[src/rtl/core/itbt_pkg.sv]
// Package with the sizes, microcode format and control store of the balanced ternary converter.
package itbt_pkg;

   // Input width and the longest run of trits one conversion may produce.
   localparam int VALUE_WIDTH = 32;
   localparam int MAX_TRITS   = 21;

   // Derived sizes: trit counter, trit store index.
   localparam int CNT_W = $clog2(MAX_TRITS + 1);
   localparam int IDX_W = $clog2(MAX_TRITS);

   // Reciprocal of three, ceil(2^(VALUE_WIDTH+1) / 3), exact for every unsigned magnitude.
   localparam int RECIP_SHIFT = VALUE_WIDTH + 1;
   localparam logic [VALUE_WIDTH+1:0] RECIP_WIDE =
      (({2'b01, {(VALUE_WIDTH){1'b0}}} << 1) + (VALUE_WIDTH + 2)'(2)) / (VALUE_WIDTH + 2)'(3);
   localparam logic [VALUE_WIDTH:0] RECIP = RECIP_WIDE[VALUE_WIDTH:0];

   // Trit codes, two bits two's complement.
   localparam logic [1:0] TRIT_ZERO = 2'b00;
   localparam logic [1:0] TRIT_POS  = 2'b01;
   localparam logic [1:0] TRIT_NEG  = 2'b11;

   // Microprogram step addresses.
   typedef enum logic [1:0] {
      STEP_WAIT  = 2'd0,
      STEP_DIV   = 2'd1,
      STEP_DIGIT = 2'd2,
      STEP_EMIT  = 2'd3
   } step_type;

   // Branch conditions tested by the sequencer.
   typedef enum logic [1:0] {
      COND_ALWAYS   = 2'd0,
      COND_START    = 2'd1,
      COND_MORE     = 2'd2,
      COND_NOT_LAST = 2'd3
   } cond_type;

   // One control word: datapath enables, branch condition and both targets.
   typedef struct packed {
      logic     load;
      logic     div;
      logic     digit;
      logic     emit;
      cond_type cond;
      step_type jmp_true;
      step_type jmp_false;
   } ctrl_word_type;

   // Read-only control store.
   function automatic ctrl_word_type micro_rom(input step_type addr);
      ctrl_word_type w;
      w = '{load: 1'b0, div: 1'b0, digit: 1'b0, emit: 1'b0, cond: COND_ALWAYS,
            jmp_true: STEP_WAIT, jmp_false: STEP_WAIT};
      case (addr)
         STEP_WAIT: begin
            w.load      = 1'b1;
            w.cond      = COND_START;
            w.jmp_true  = STEP_DIV;
            w.jmp_false = STEP_WAIT;
         end
         STEP_DIV: begin
            w.div       = 1'b1;
            w.cond      = COND_ALWAYS;
            w.jmp_true  = STEP_DIGIT;
            w.jmp_false = STEP_DIGIT;
         end
         STEP_DIGIT: begin
            w.digit     = 1'b1;
            w.cond      = COND_MORE;
            w.jmp_true  = STEP_DIV;
            w.jmp_false = STEP_EMIT;
         end
         STEP_EMIT: begin
            w.emit      = 1'b1;
            w.cond      = COND_NOT_LAST;
            w.jmp_true  = STEP_EMIT;
            w.jmp_false = STEP_WAIT;
         end
         default: begin
            w.cond      = COND_ALWAYS;
         end
      endcase
      return w;
   endfunction

endpackage

[src/rtl/core/int_to_balanced_ternary_core.sv]
// Signed integer to balanced ternary converter, driven by a small microprogram.
//
// Usage: pulse start with req_value while busy is low; the transfer happens at that
// edge and busy rises on the next cycle. The block then forms the trits least
// significant first, each in a divide step (multiply the magnitude by the
// reciprocal of three and register the quotient) and a digit step (form the
// remainder, the trit and the carried quotient), and stores them. It then emits
// them most significant first, one per cycle, each on rsp_trit for exactly one
// cycle with rsp_strobe high; rsp_last_trit marks the final, least significant trit.
// A conversion yields 1 to 21 trits. Busy stays high through the divide, digit and
// emit steps, so the block takes no new value before the last trit of the previous
// one is emitted. Each trit passes through the single divide-by-three multiplier.
// Zero yields a single 0 trit. The most negative input converts exactly.
// Reset returns the sequencer to its wait step and drops rsp_strobe at once.
// The receiver cannot stall: every strobed result is taken in its cycle.
module int_to_balanced_ternary_core (
   input  logic                                   clock,
   input  logic                                   reset,
   input  logic                                   start,
   output logic                                   busy,
   input  logic signed [itbt_pkg::VALUE_WIDTH-1:0] req_value,
   output logic                                   rsp_strobe,
   output logic signed [1:0]                      rsp_trit,
   output logic                                   rsp_last_trit
);
   import itbt_pkg::*;

   // Sequencer and datapath registers.
   step_type                  upc_ff, upc_in;
   logic [VALUE_WIDTH-1:0]    mag_ff, mag_in;
   logic [VALUE_WIDTH-1:0]    quot_ff, quot_in;
   logic                      neg_ff, neg_in;
   logic [CNT_W-1:0]          count_ff, count_in;
   logic [1:0]                store_ff [MAX_TRITS];
   logic                      strobe_ff, strobe_in;
   logic [1:0]                trit_ff, trit_in;
   logic                      last_ff, last_in;

   // Combinational datapath values.
   ctrl_word_type             ctrl;
   logic                      cond_true;
   logic [2*VALUE_WIDTH:0]    product;
   logic [VALUE_WIDTH-1:0]    triple;
   logic [VALUE_WIDTH-1:0]    diff;
   logic [1:0]                rem;
   logic                      carry;
   logic [1:0]                digit;
   logic [1:0]                digit_signed;
   logic [VALUE_WIDTH-1:0]    mag_next;
   logic [CNT_W-1:0]          count_inc;
   logic [CNT_W-1:0]          count_dec;
   logic [IDX_W-1:0]          wr_idx;
   logic [IDX_W-1:0]          rd_idx;

   // Fetch the control word of the current step.
   assign ctrl = micro_rom(upc_ff);
   assign busy = (upc_ff != STEP_WAIT);

   // Divide by three: reciprocal multiply, then remainder from the registered quotient.
   assign product      = {{VALUE_WIDTH{1'b0}}, mag_ff} * {{VALUE_WIDTH{1'b0}}, RECIP};
   assign triple       = {quot_ff[VALUE_WIDTH-2:0], 1'b0} + quot_ff;
   assign diff         = mag_ff - triple;
   assign rem          = diff[1:0];
   assign carry        = (rem == 2'd2);
   assign mag_next     = quot_ff + {{(VALUE_WIDTH-1){1'b0}}, carry};
   assign digit        = carry ? TRIT_NEG : ((rem == 2'd1) ? TRIT_POS : TRIT_ZERO);
   assign digit_signed = neg_ff ? (~digit + 2'd1) : digit;

   // Counter arithmetic and store addresses.
   assign count_inc = count_ff + CNT_W'(1);
   assign count_dec = count_ff - CNT_W'(1);
   assign wr_idx    = count_ff[IDX_W-1:0];
   assign rd_idx    = count_dec[IDX_W-1:0];

   // Branch condition selected by the control word.
   always_comb begin
      case (ctrl.cond)
         COND_ALWAYS:   cond_true = 1'b1;
         COND_START:    cond_true = start;
         COND_MORE:     cond_true = (mag_next != '0) && (count_inc < CNT_W'(MAX_TRITS));
         COND_NOT_LAST: cond_true = (count_ff != CNT_W'(1));
         default:       cond_true = 1'b0;
      endcase
   end

   // Next step of the microprogram.
   always_comb begin
      upc_in = cond_true ? ctrl.jmp_true : ctrl.jmp_false;
   end

   // Datapath updates driven by the control word.
   always_comb begin
      mag_in    = mag_ff;
      quot_in   = quot_ff;
      neg_in    = neg_ff;
      count_in  = count_ff;
      strobe_in = 1'b0;
      trit_in   = trit_ff;
      last_in   = last_ff;
      if (ctrl.load && start) begin
         neg_in   = req_value[VALUE_WIDTH-1];
         mag_in   = req_value[VALUE_WIDTH-1] ? (~req_value + VALUE_WIDTH'(1)) : req_value;
         count_in = '0;
      end
      if (ctrl.div) begin
         quot_in = product[RECIP_SHIFT +: VALUE_WIDTH];
      end
      if (ctrl.digit) begin
         mag_in   = mag_next;
         count_in = count_inc;
      end
      if (ctrl.emit) begin
         strobe_in = 1'b1;
         trit_in   = store_ff[rd_idx];
         last_in   = (count_ff == CNT_W'(1));
         count_in  = count_dec;
      end
   end

   // Control registers with reset.
   always_ff @(posedge clock) begin
      if (reset) begin
         upc_ff    <= STEP_WAIT;
         strobe_ff <= 1'b0;
         count_ff  <= '0;
         neg_ff    <= 1'b0;
      end else begin
         upc_ff    <= upc_in;
         strobe_ff <= strobe_in;
         count_ff  <= count_in;
         neg_ff    <= neg_in;
      end
   end

   // Payload registers.
   always_ff @(posedge clock) begin
      mag_ff  <= mag_in;
      quot_ff <= quot_in;
      trit_ff <= trit_in;
      last_ff <= last_in;
      if (ctrl.digit) begin
         store_ff[wr_idx] <= digit_signed;
      end
   end

   // Result ports.
   assign rsp_strobe    = strobe_ff;
   assign rsp_trit      = trit_ff;
   assign rsp_last_trit = last_ff;

endmodule

[config.mk]
export PLATFORM = sky130hd
export DESIGN_NAME = int_to_balanced_ternary_core
export DESIGN_NICKNAME = d
export VERILOG_FILES = /design/src/rtl/core/itbt_pkg.sv /design/src/rtl/core/int_to_balanced_ternary_core.sv
export SDC_FILE = /design/constraint.sdc
export NUM_CORES = 1
export LEC_CHECK = 0
export BUFFER_PORTS_ARGS = -buffer_cell sky130_fd_sc_hd__buf_2
export CORE_MARGIN = 4
export CORE_UTILIZATION = 60
export DETAILED_ROUTE_END_ITERATION = 8
export PLACE_DENSITY = 0.77
export SLEW_MARGIN = 25
export SYNTH_ARGS = -nofsm -noshare
export SYNTH_HDL_FRONTEND = slang
export SYNTH_SLANG_ARGS = --single-unit
[constraint.sdc]
create_clock -name clock -period 6.75 [get_ports clock]
set_input_delay 1.35 -clock clock [delete_from_list [all_inputs] [get_ports clock]]
set_output_delay 1.35 -clock clock [all_outputs]
set_load 0.01 [all_outputs]
# After elaboration in Yosys (flattened, before gate mapping)
# Memory sizes are Yosys's and may differ from the RTL's. A register that Yosys moved wholly into a read port is not among the register bits.
# Index checks and enable logic that the tools add are counted.
# classes
n_reduce_logical	8
mul	1
order_cmp	1
bitwise_logic	2
n_mux	19
n_addsub	7
div_mod_pow	0
n_eq_ne	10
n_shift	0
# op_table
operator	n
$mux 32	3
$mul 32x32->64 const B	1
$add 31x1->32	1
$add 32x2->32 const B	1
$not 32->32	1
$reduce_bool 32->1	1
$pmux 6 s4	1
$mux 5	3
$eq 2x2->1 const B	5
$mux 1	8
$eq 2x1->1 const B	3
$mux 2	3
$add 5x1->5 const B	1
$eq 5x1->1 const B	1
$lt 5x5->1 const B	1
$ne 5x1->1 const B	1
$sub 5x1->5 const B	1
$logic_not 2->1	2
$pmux 1 s4	1
$reduce_bool 2->1	2
$reduce_bool 3->1	1
$add 2x1->2 const B	1
$add 2x2->2	1
$logic_and 1x1->1	2
other kinds (2)	2
# totals
in_bits	35
mem_count	1
latchBits	0
ff_bits	73
romBits	0
output_inout_bits	5
word_cells	56
ramBits	42
# mem_list
memory	depth	width	rd	rd_ports_with_merged_regs	wr	line_no	text
store_ff	21	2	1	1	1	int_to_balanced_ternary_core.sv:34	logic [1:0] store_ff [MAX_TRITS];

# Depth between registers and ports, before layout
# depth
ltp_word	8
ltp_mapped	26
mapped_depth_nobuf	26

# Worst setup path before layout
# Ideal clock, no wire load.
# synth_timing
path_type	reg2reg
start	register mag_ff[6]
end	register quot_ff[25], data pin
setup_time_ps	273
required_ps	6477
arrival_ps	6773
path_buffers	0
path_stages_with_launch	24
slack_ps	-296
period_less_slack_ps	7046
cell_sequence	edfxtp_1 ha_1 xor2_1 ha_1 a21oi_1 fa_1 fa_1 inv_1 fa_1 fa_1 fa_1 inv_1 fa_1 inv_1 ha_1 a21oi_1 o21ai_0 a21oi_1 nor2_1 o31ai_2 a21oi_1 a2111o_1 a2111oi_0 a211oi_1
# synth_between
elab_chain_len	1
# synth_rtl
item	line_no	text
start, declared	int_to_balanced_ternary_core.sv:30	logic [VALUE_WIDTH-1:0] mag_ff, mag_in;
start signal, assigned	int_to_balanced_ternary_core.sv:137	mag_ff <= mag_in;
$mul 32x32->64	int_to_balanced_ternary_core.sv:60	assign product = {{VALUE_WIDTH{1'b0}}, mag_ff} * {{VALUE_WIDTH{1'b0}}, RECIP};
via product[58]	int_to_balanced_ternary_core.sv:42	logic [2*VALUE_WIDTH:0] product;
end signal, assigned	int_to_balanced_ternary_core.sv:138	quot_ff <= quot_in;
end, declared	int_to_balanced_ternary_core.sv:31	logic [VALUE_WIDTH-1:0] quot_ff, quot_in;
# The timed path passes the listed nets, and every way through them passes these cells.
# A chain may end at the register's enable or synchronous reset.

# Worst setup path after layout
# layout_timing
start	register mag_ff[4]
end	register quot_ff[15], data pin
# The elaborated chain is that of the path after synthesis.

==> flow_summary.ini <==
[status]
status = complete, but fails checks
violations = setup timing

[die]
dieHeight_um = 202
coreArea_um2 = 36900
dieArea_um2 = 40800
start_util = 0.613
ios = 40
rows = 70
die_w_um = 202

[critical_path]
crit_path_end_kind = register
cp_data_arrival_time_ns = 7.42
path_max_fanout = 5
path_class = reg -> reg
cp.required_ns = 7.01
startpoint_type = register

[grt]
antenna_found_initial = 3
grt_usage = 0.355
grt_max_degree = 55
grt_pass1_vias = 19616
gr-total-overflow = 0
grt_pass1_wl_um = 110000

[cells_and_area]
final_util = 0.758
drive_gt1_frac = 0.250
antenna_cells = 0
syn2layout_area_growth_pct = 23.7
nNetsFinal = 3397
stdcell_area_um2 = 28000

[clock_network]
clkLatencyLatePin_ns = 0.44
root_buffer = clkbuf_16
path_clk_slew_ns = 0.07
clock-sinks = 117
cts_made_buffers = 17
cts_tree = done
ctsHoldBuffers = 0
cts_htree_levels = 4
clock_path_buffers = 2

[timing]
worst_slew_pin_slew_ns = 0.947
setup_slack_ns = -0.410
hold_slack_ns = 0.472
post-route-period-util = 1.06
setup_viol = 26
hold_viol = 0
max-slew-margin-rel = 0.368
tns_ns = -7.58
rsz0062_at_grt = yes
drv_slew = 0
post-route-min-period_ns = 7.16
skew_ns = 0.0169
fmax_mhz = 140

[synthesis]
synth-edff-count = 108
ys_seq_area_frac = 0.151
ys_top_cells_by_area = fa_1 (31%), ha_1 (21%), edfxtp_1 (14%)
synth_area_um2 = 22600
synth_top_area_frac = 0.311
avgSynthCellArea_um2 = 10.1
netlist_top_cells_count = inv_1 (544), ha_1 (381), fa_1 (351), edfxtp_1 (108), nand2_1 (104)
ys_ff_latch = 117
synth_fp_nets = 3010
synth_cell_type_count = 70
synthFlopType = edfxtp_1
synthCells = 2243
yosysTopAreaCell = fa_1
yosysMostFrequentCell = inv_1
yosysWarnings = 0
synthArstFlopShare = 0

[detailed_routing]
wl_met3_um = 7640
routed-wl-met2_um = 33700
drt_first_iter_violations = 1489
drt-total-wl_um = 72400
routed.top_layer = met5
via_count = 18125
wl_per_cell_um = 23.0
m1WireLength_um = 27000
vias_per_cell = 5.76
drc = 0
dr.pass1.iters = 6
final_antenna_net_count = 0

[flow_run]
max-cap-violations = 0

[placed_design]
routabilityCongestion = 1.05
placed_cell_area_um2 = 25900
dp_hpwl_um = 61000
io_buffer_count = 39

[min_path]
hold_path.class = reg -> reg
through the flow:
stage	cells	setup WS, ns
6_report	3147	-0.410
5_1_grt	3147	-0.590
4_1_cts	3126	-0.335
3_5_place_dp	3064	-0.733
3_3_place_gp	3064	-0.795
2_1_floorplan	2243	-0.0194
registers in the layout (all words and copies together) (netlist names):
signal         cells
quot_ff           31
rsp_trit           2
count_ff           5
rsp_last_trit      1
upc_ff             2
neg_ff             1
mag_ff            32
store_ff          42
rsp_strobe         1
layer usage:
metal,up-vias,global-route usage
met5,-,0
met4,4,0.149
met3,241,0.114
met2,918,0.572
met1,8926,0.446
li1,8036,-
critical path: stages (launching register included):
cell,delay [ns]
edfxtp_1,0.51
buf_6,0.18
buf_6,0.14
ha_4,0.26
xor2_2,0.16
ha_1,0.20
or2_4,0.29
fa_1,0.60
fa_1,0.46
fa_1,0.51
fa_1,0.44
fa_1,0.52
inv_1,0.06
fa_1,0.52
inv_1,0.05
ha_1,0.28
nand2_1,0.07
or4_1,0.55
o211ai_1,0.18
a21oi_2,0.08
o31a_1,0.36
buf_4,0.18
nor2_4,0.09
a21o_1,0.13
xor2_1,0.20
path summary, 6_finish.rpt:
check | from | to | slack [ns] | cells after the start
max | mag_ff[4] | quot_ff[15] | -0.41 | 24
min reg2reg | neg_ff | neg_ff | 0.47 | 2
max reg2reg | mag_ff[4] | quot_ff[15] | -0.41 | 24
min | neg_ff | neg_ff | 0.47 | 2
final cells by class:
type	count	area [µm²]
multi-input combinational	1543	18200
clock buffer	17	425
sequential	117	3420
timing repair buffer	406	3040
inverter	545	2050
clock inverter	15	184
tap	504	631
fill	2413	8910
cell usage in the layout, fill, tap and decap left out, types with 18 or more instances in the layout:
cell type	Yosys	layout
fa_2	0	18
buf_2	5	39
inv_2	0	22
edfxtp_1	108	108
xnor2_1	64	61
nand4_1	21	21
inv_1	544	522
ha_1	381	325
fa_1	351	333
a21oi_1	98	73
nand2b_1	21	18
a21oi_2	0	19
and2_1	30	28
xor2_1	67	51
ha_4	0	41
nand3_1	31	29
nor2_1	84	73
buf_4	0	343
buf_6	0	24
nand2_1	104	100
o21ai_0	53	45
nor3_1	25	19
timing repair:
| action | 4_1_cts | 5_1_grt |
|---|---|---|
| pin swaps | 65 | 120 |
| setup buffers | 31 | 26 |
| endpoints found under the setup margin | 29 | 30 |
| gates resized for setup | 106 | 109 |
logic make-up after synthesis:
logic type	count (synthesis)	share of synthesized area
fa+ha+maj	732	0.522
buf+inv	583	0.0972
simple gates	389	0.0874
compound gates	266	0.0736
xor+xnor	131	0.0508
flops	117	0.151
mux	25	0.0178
Power is not shown: default switching activity piles up to over one toggle a cycle in this logic, so the estimate is an artifact.
